**src/hw/rtl/cht_pkg.sv**
```systemverilog
// types and constants shared by the chained hash table engine
package cht_pkg;

    localparam logic [31:0] HASH_SEED  = 32'd3323198485;
    localparam logic [31:0] HASH_MUL   = 32'h5bd1e995;
    localparam int          HASH_SHIFT = 15;

    localparam logic [5:0] TABLE_SIZE_RST = 6'd16;
    localparam logic [7:0] MAX_WORDS_RST  = 8'd200;

    typedef enum logic [1:0] {
        OP_INSERT = 2'd0,
        OP_FIND   = 2'd1,
        OP_READ   = 2'd2,
        OP_CLEAR  = 2'd3
    } t_op;

    typedef enum logic [2:0] {
        ST_OK         = 3'd0,
        ST_NOT_FOUND  = 3'd1,
        ST_DUPLICATE  = 3'd2,
        ST_CHAIN_FULL = 3'd3,
        ST_WORD_LIMIT = 3'd4,
        ST_BAD_BUCKET = 3'd5,
        ST_BAD_POS    = 3'd6
    } t_status;

    typedef enum logic {
        REG_TABLE_SIZE = 1'b0,
        REG_MAX_WORDS  = 1'b1
    } t_reg;

    typedef struct packed {
        logic clear;
        logic len_rd;
        logic len_wr;
        logic st_rd;
        logic st_wr;
    } t_tbl_ctl;

endpackage

```
**src/hw/rtl/cht_hash.sv**
```systemverilog
// hash accumulator: xor and multiply into a product register, then a shift-xor mix into the hash register
module cht_hash (
    input  logic        i_clk,
    input  logic        i_rst_n,
    input  logic        i_start,
    input  logic [7:0]  i_char,
    input  logic        i_last,
    input  logic        i_clear,
    output logic        o_done,
    output logic [31:0] o_hash
);
    import cht_pkg::*;

    logic [31:0] r_acc;
    logic [31:0] r_prod;
    logic [31:0] r_h;
    logic        r_pend;
    logic        r_last;
    logic        r_done;
    logic [31:0] mixed;

    assign mixed = r_prod ^ (r_prod >> HASH_SHIFT);

    always_ff @(posedge i_clk) begin
        if (!i_rst_n) begin
            r_acc  <= HASH_SEED;
            r_pend <= 1'b0;
            r_done <= 1'b0;
        end else begin
            r_done <= 1'b0;
            if (i_clear) begin
                r_acc <= HASH_SEED;
            end
            if (i_start) begin
                r_prod <= (r_acc ^ {24'd0, i_char}) * HASH_MUL;
                r_last <= i_last;
                r_pend <= 1'b1;
            end
            if (r_pend) begin
                r_h    <= mixed;
                r_acc  <= r_last ? HASH_SEED : mixed;
                r_pend <= 1'b0;
                r_done <= 1'b1;
            end
        end
    end

    assign o_done = r_done;
    assign o_hash = r_h;
endmodule

```
**config.mk**
```make
export PLATFORM = sky130hd
export DESIGN_NAME = cht_hash
export DESIGN_NICKNAME = d
export VERILOG_FILES = /design/src/hw/rtl/cht_pkg.sv /design/src/hw/rtl/cht_hash.sv
export SDC_FILE = /design/constraint.sdc
export NUM_CORES = 1
export LEC_CHECK = 0
export ABC_AREA = 1
export BUFFER_PORTS_ARGS = -buffer_cell sky130_fd_sc_hd__buf_2
export CORE_AREA = 2 2 172 140
export CTS_BUF_LIST = sky130_fd_sc_hd__clkbuf_16
export DETAILED_ROUTE_END_ITERATION = 6
export DIE_AREA = 0 0 174 142
export GPL_TIMING_DRIVEN = 0
export MAX_ROUTING_LAYER = met4
export PLACE_DENSITY_LB_ADDON = 0.05
export SYNTH_ARGS = -nofsm -noshare
export SYNTH_HDL_FRONTEND = slang
export SYNTH_SLANG_ARGS = --single-unit
```
**constraint.sdc**
```tcl
create_clock -name i_clk -period 15.5 [get_ports i_clk]
set_clock_uncertainty 0.05 [all_clocks]
set_input_delay 2.325 -clock i_clk [delete_from_list [all_inputs] [get_ports i_clk]]
set_output_delay 2.325 -clock i_clk [all_outputs]
set_load 0.02 [all_outputs]
```
==> out/qor.csv <==
metric;value;unit
status;finished clean;
vias in the first global route;8738;
CP arrival;9.04;ns
Root Buffer;clkbuf_16;
TritonCTS Sinks;99;
RSZ-0062 raised after global routing;false;
most common cell after layout, fill and taps aside;inv_1;
Synth async-reset ratio;0;%
Reg-to-Reg End;r_prod[30];
TritonCTS clock tree;built;
Max-slew headroom;18.6;%
Seq/Total Area, Yosys;20.8;%
DPL Wire Length;26600;um
Worst Path Required;15.52;ns
Placement Cell Area;13300;sq um
GP Congestion;0.951;
Remaining DRCs;0;
num ports;46;
Chip Width;174;um
ANT nets after route;0;
row count;50;
crit start category;primary input;
design area;13600;sq um
number of diodes;0;
critical setup path kind;in -> reg;
hold_buf cts;0;
Yosys Warn Count;0;
Via Count;8584;
DR iter-0 viols;598;
number of synthesized flops with an enable pin;65;
initial core utilization;55.1;%
maximum number of pins on one net before global-route repair;34;
Core ar.;23000;sq um
Die H;142;um
clk_lat worst skew;0.34;ns
reg2reg start;r_acc[5];
Worst Tran Pin Value;1.22;ns
CTS resizes;0;
met2 WL;13700;um
period utilization;58.2;%
cells after synthesis;1331;
Finished Core Util;59.2;%
Mapped Area;12700;sq um
vias per cell;5.03;
Max Slew Vio Count;0;
Setup Buffers After CTS;0;
met3 routed WL;1830;um
top routing layer in use;met4;
fraction of layout cells with a size suffix above 1;5.67;%
Final nets;1786;
Setup Viol. Count Final;0;
worst hold path class;reg -> reg;
IO buf count;44;
H-tree levels;3;
DRT Wirelength;31800;um
clock buffer depth;2;
Layout area overhead;7.38;%
clk slew on worst S/H paths;0.06;ns
R2R Setup Slk;8.16;ns
Final Hold Vio Count;0;
syn nets;1729;
Final min period;9.02;ns
Remaining Overflow, GRT;0;
Worst Hold Margin;0.418;ns
Num CTS Buffers;9;
total negative setup slack;0;ns
dominant synthesized flop cell;edfxtp_1;
wire per inst;18.6;um
Synth cell types;35;
synthesized flop and latch total;99;
gr usage total;28.5;%
worst hold path depth;1;
die area;24700;sq um
antenna violations before repair;0;
hold-critical path endpoint;r_pend;
HP Start;r_pend;
CP Capture Type;flip-flop;
fmax;111;MHz
M1 wire length;15500;um
FF-to-FF path depth;22;
first-pass iteration count of the detailed router;5;
Max Cap Violations;0;
syn avg cell area;9.53;sq um
crit-path max FO;7;
global-route wire length before repair;50400;um
most frequent cells in the layout;inv_1, ha_1, fa_1;
==> critical path: stages <==
cell     delay, ns
buf_2         0.10
xor2_1        0.94
xor2_1        0.20
inv_1         0.09
ha_1          0.19
or2_1         0.33
fa_1          0.51
inv_1         0.05
fa_1          0.54
inv_1         0.05
fa_1          0.45
fa_1          0.51
fa_1          0.44
fa_1          0.50
inv_1         0.06
fa_1          0.48
inv_1         0.05
ha_1          0.35
nand2_1       0.09
nor2_1        0.15
nand3_1       0.12
o31ai_1       0.38
xor2_1        0.11
==> logic make-up after synthesis <==
logic type / synth area share (%)
AOI/OAI and AO/OA: 4.06
xor gates and xnor gates: 6.26
adders and majority gates: 48.3
buffers and inverters: 12.7
DFF: 20.8
and+or+nand+nor: 7.84
==> worst max path at each step <==
| stage | slack (ns) | start | cells after the start | to |
|---|---|---|---|---|
| 2_1_floorplan | 7.16 | i_char[0] | 28 | r_prod[28] |
| 3_3_place_gp | 5.41 | i_char[0] | 31 | r_prod[28] |
| 3_5_place_dp | 6.03 | i_char[7] | 26 | r_prod[28] |
| 4_1_cts | 6.35 | i_char[7] | 26 | r_prod[28] |
| 5_1_grt | 6.14 | i_char[4] | 23 | r_prod[30] |
| 6_report | 6.48 | i_char[5] | 23 | r_prod[30] |
==> Yosys cell counts (all sizes together), types with 7 or more instances <==
library cell	count	area share [%]
inv	423	13
ha	210	21
fa	175	28
nand2	168	5.1
edfxtp	65	15
xor2	60	4.3
a21oi	47	1.9
nor2	35	1.1
dfxtp	34	5.4
xnor2	26	1.9
nand3	24	0.99
o22ai	16	0.79
o21ai	13	0.51
clkbuf	7	0.21
==> through the flow <==
| step | setup WS (ns) | std cells |
|---|---|---|
| 2_1_floorplan | 7.16 | 1331 |
| 3_3_place_gp | 5.41 | 1687 |
| 3_5_place_dp | 6.03 | 1688 |
| 4_1_cts | 6.35 | 1704 |
| 5_1_grt | 6.14 | 1705 |
| 6_report | 6.48 | 1705 |
==> cell type report <==
cell class / instances / area, sq um
Buffer: 7 / 26.3
Clock buffer: 9 / 225
Clock inverter: 7 / 46.3
Fill cell: 2102 / 9400
Inverter: 423 / 1590
Multi-Input combinational cell: 802 / 8450
Sequential cell: 99 / 2630
Tap cell: 312 / 390
Timing Repair Buffer: 46 / 259
==> registers in the layout, summed over array words and instances (netlist names) <==
register  cells
r_pend        1
r_prod       32
o_hash       32
r_last        1
o_done        1
r_acc        32
==> routing by layer <==
metal / track usage (%) / up-vias
li1: - / 4121
met1: 41.4 / 4171
met2: 42.2 / 246
met3: 4.54 / 46
met4: 6.94 / 0
met5: - / -
Power is not shown: default switching activity piles up to over one toggle a cycle in this logic, so the estimate is an artifact.
