`config.mk`:
```
export PLATFORM = sky130hd
export DESIGN_NAME = cht_rem
export DESIGN_NICKNAME = d
export VERILOG_FILES = /design/src/hw/rtl/cht_rem.sv
export SDC_FILE = /design/constraint.sdc
export NUM_CORES = 1
export LEC_CHECK = 0
export ABC_AREA = 1
export BUFFER_PORTS_ARGS = -buffer_cell sky130_fd_sc_hd__buf_2
export CAP_MARGIN = 10
export CORE_MARGIN = 3
export CORE_UTILIZATION = 48
export DETAILED_ROUTE_END_ITERATION = 7
export GPL_ROUTABILITY_DRIVEN = 1
export GPL_TIMING_DRIVEN = 0
export HOLD_SLACK_MARGIN = 0.02
export PLACE_DENSITY = 0.71
export SYNTH_ARGS = -nofsm -noshare
export SYNTH_HDL_FRONTEND = slang
export SYNTH_SLANG_ARGS = --single-unit
```
`constraint.sdc`:
```
create_clock -name i_clk -period 4.5 [get_ports i_clk]
set_input_delay 0.225 -clock i_clk [delete_from_list [all_inputs] [get_ports i_clk]]
set_output_delay 0.225 -clock i_clk [all_outputs]
set_load 0.05 [all_outputs]
```
`src/hw/rtl/cht_rem.sv`:
```
// iterative remainder unit, one dividend bit per cycle
module cht_rem (
    input  logic        i_clk,
    input  logic        i_rst_n,
    input  logic        i_start,
    input  logic [31:0] i_dividend,
    input  logic [5:0]  i_divisor,
    output logic        o_done,
    output logic [5:0]  o_rem
);
    logic        r_busy;
    logic        r_done;
    logic [4:0]  r_cnt;
    logic [31:0] r_q;
    logic [5:0]  r_rem;
    logic [5:0]  r_div;
    logic [6:0]  trial;
    logic [6:0]  n_rem;

    always_comb begin
        trial = {r_rem, r_q[31]};
        n_rem = (trial >= {1'b0, r_div}) ? (trial - {1'b0, r_div}) : trial;
    end

    always_ff @(posedge i_clk) begin
        if (!i_rst_n) begin
            r_busy <= 1'b0;
            r_done <= 1'b0;
        end else begin
            r_done <= 1'b0;
            if (i_start) begin
                r_busy <= 1'b1;
                r_cnt  <= 5'd0;
                r_q    <= i_dividend;
                r_rem  <= 6'd0;
                r_div  <= i_divisor;
            end else if (r_busy) begin
                r_rem <= n_rem[5:0];
                r_q   <= {r_q[30:0], 1'b0};
                r_cnt <= r_cnt + 5'd1;
                if (r_cnt == 5'd31) begin
                    r_busy <= 1'b0;
                    r_done <= 1'b1;
                end
            end
        end
    end

    assign o_done = r_done;
    assign o_rem  = r_rem;
endmodule

```
==> flow_metrics.py <==
metrics = {
    "yosys": {
        "synth_top_area_share_pct": 59.5,
        "netlist_area_mm2": 0.00247,
        "synth-seq-area-share_pct": 61.1,
        "synth_warnings": 0,
        "synthXorXnorAreaFrac_pct": 0.709,
        "synth-adder-area-share_pct": 5.36,
        "netlist.top_cell.by_area": "edfxtp_1",
        "ys_ff_latch": 51,
        "synth_cell_type_count": 21,
        "muxShareOfSynthArea_pct": 0,
        "yosys.area_share.simple_pct": 25.7,
        "synth_compound_area_share_pct": 1.52,
        "synth_top_family_by_area": "simple AND/OR/NAND/NOR gates",
        "synth_nets": 317,
        "synth_area_leaders": "edfxtp_1 (60%), nand2_1 (20%), ha_1 (4.6%), inv_1 (3.8%), nor2_1 (3.5%)",
        "syn_area_per_cell_um2": 9.29,
        "synthCells": 266,
    },
    "sta": {
        "tns_ps": 0,
        "hold_viol_final": 0,
        "final.period_utilization_pct": 40.1,
        "whs_ps": 93.2,
        "finalCriticalPeriod_ps": 1800,
        "finalSetupViolations": 0,
        "fmax_mhz": 554,
        "tightest_slew_ps": 413,
        "fin_skew_ps": 4.29,
        "rsz0062_at_grt": "no",
        "slew_headroom_pct": 72.5,
        "report.final.slew_viol_count": 0,
    },
    "pwr": {
        "power_density_mw_per_mm2": 381,
        "p_leak_nw": 1.43,
        "peakVddDrop_v": 0.000311,
    },
    "clocking": {
        "cts.sinks": 51,
        "cts_tree": "built",
        "postCtsHoldBufs": 0,
        "ctsResizeCount": 0,
        "cts_inserted_buffers": 5,
        "clkSlewWorstSetupHoldPaths_ps": 90,
        "post-cts-setup-buffers": 0,
        "clk_path_buf_depth": 2,
        "cts.htree.levels": 2,
        "cts_root_buf": "clkbuf_8",
        "clk_latency_ps": 300,
    },
    "detailed_routing": {
        "drcViolationCount": 0,
        "ant_nets": 0,
        "drtIter0Drc": 71,
        "drt-pass1-iter-count": 4,
        "vias": 1780,
        "routedWlPerCell_um": 10.8,
        "wl_um": 4190,
        "viasPerCell": 4.59,
    },
    "global_routing": {
        "first_global_vias": 1711,
        "track_usage_pct": 15.0,
        "grt_overflow": 0,
        "antenna_found_initial": 0,
        "grt_max_degree": 41,
        "grt_pass1_wl_um": 7160,
    },
    "setup_path": {
        "required_ps": 4570,
        "setup.worst_path.end_class": "flop",
        "cp-start-kind": "flop",
        "worstPathArrival_ps": 1870,
        "path_class": "reg2reg",
        "cp_max_fo": 2,
    },
    "finish": {
        "fillCellCount": 457,
        "multi_input_area_um2": 826,
        "num_antenna_cells": 0,
        "ff_latch_area_mm2": 0.00151,
        "nets": 371,
        "fin_area_mm2": 0.00292,
        "drive_above_1_share_pct": 19.6,
        "syn2layout_area_growth_pct": 18.0,
    },
    "floorplan": {
        "die-height_um": 77.8,
        "dieArea_mm2": 0.00605,
        "initial_core_util_pct": 51.0,
        "rows": 25,
        "pin_count": 48,
        "die_w_um": 77.8,
        "core-area_mm2": 0.00485,
    },
    "place": {
        "place_congestion": 0.858,
        "dpl_cell_area_mm2": 0.00281,
        "dp_hpwl_um": 3110,
        "numPortBuffers": 46,
    },
    "status": {
        "outcome": "finished, final reports clean",
    },
    "min_path": {
        "hold_class": "in2reg",
    },
    "run": {
        "cap_violations": 0,
    },
}
[registers in the layout, summed over array words and instances, names as in the netlist]
name / count
o_rem: 6
r_busy: 1
o_done: 1
r_cnt: 5
r_div: 6
r_q: 32
[final cells by class]
| class | count | area share [%] |
|---|---|---|
| clock inverter | 3 | 1.33 |
| buffer | 9 | 1.50 |
| sequential | 51 | 51.8 |
| tap | 67 | 2.87 |
| timing repair buffer | 47 | 8.58 |
| inverter | 25 | 3.22 |
| clock buffer | 5 | 2.36 |
| multi-input combinational | 181 | 28.3 |
[synthesized netlist by cell type]
cell type and number:
a21oi_1 2, a21oi_2 2, buf_1 1, buf_2 2, buf_6 1, clkbuf_1 5
dfxtp_1 2, edfxtp_1 49, fa_1 1, ha_1 9, inv_1 25, nand2_1 130
nand2_2 1, nand3_1 4, nand3_2 1, nand4_1 2, nor2_1 23, nor2_2 1
o21ai_0 2, or2_1 1, xor2_1 2
[through the flow]
step | util (%) | total power, mW | instances | setup WS, ps
after floorplan | - | 0.757 | 266 | 2510
after global placement | 57.5 | 0.809 | 379 | 2210
after detailed placement | 57.9 | 0.817 | 380 | 2680
after CTS | 60.2 | 1.12 | 388 | 2670
after global routing | 60.2 | 1.17 | 388 | 2560
final | 60.2 | 1.11 | 388 | 2700
[layout by cell type, fill, tap and decap left out]
cell type / synthesis / routed
nand2_1: 130 / 129
edfxtp_1: 49 / 49
buf_2: 2 / 48
inv_1: 25 / 25
nor2_1: 23 / 23
ha_1: 9 / 9
clkbuf_1: 5 / 5
clkbuf_8: 0 / 5
nand3_1: 4 / 4
nand2_2: 1 / 2
o21ai_0: 2 / 2
a21oi_1: 2 / 2
a21oi_2: 2 / 2
nand4_1: 2 / 2
xor2_1: 2 / 2
dfxtp_1: 2 / 2
buf_1: 1 / 1
nand3_2: 1 / 1
buf_6: 1 / 1
or2_1: 1 / 1
nor2_2: 1 / 1
fa_1: 1 / 1
bufinv_16: 0 / 1
clkinv_1: 0 / 1
clkinv_2: 0 / 1
buf_12: 0 / 1
[per-layer routing]
metal	up-vias	track usage, %	wire, µm
met3	7	3.71	194
met2	38	25.5	1980
met4	0	6.41	76
met5	-	0	0
li1	947	-	-
met1	788	17.9	1940
[worst paths after layout]
check | start | end | slack [ps] | depth (start not counted)
worst min register to register | r_busy$_SDFF_PN0_ | o_done$_SDFF_PP0_ | 490 | 2
worst min-delay path | i_divisor[5] | r_div[5]$_DFFE_PP_ | 90 | 1
worst max-delay path | r_div[0]$_DFFE_PP_ | o_rem[4]$_SDFFCE_PP0P_ | 2700 | 9
worst max register to register | r_div[0]$_DFFE_PP_ | o_rem[4]$_SDFFCE_PP0P_ | 2700 | 9
[power by group]
group / leakage (nW) / internal, mW / switching (mW)
clock network: 0.0556 / 0.163 / 0.145
logic: 0.876 / 0.0761 / 0.136
registers: 0.494 / 0.575 / 0.0165
total: 1.43 / 0.814 / 0.298
[critical path: stages (launching register included)]
cell      delay, ps
edfxtp_1        400
ha_1            210
fa_1            400
or2_1           260
nand2_1          60
nand2_1          40
nand2_1          50
nand2_1          50
nand2_1          50
nor2_1           40
[kinds of logic (layout without fill, tap and decap cells)]
| family | Yosys count | in the layout |
|---|---|---|
| xor+xnor | 2 | 2 |
| flops | 51 | 51 |
| simple gates | 163 | 163 |
| compound gates | 6 | 6 |
| buf+inv | 34 | 89 |
| fa+ha+maj | 10 | 10 |
Power figures use the tool's default switching activity.
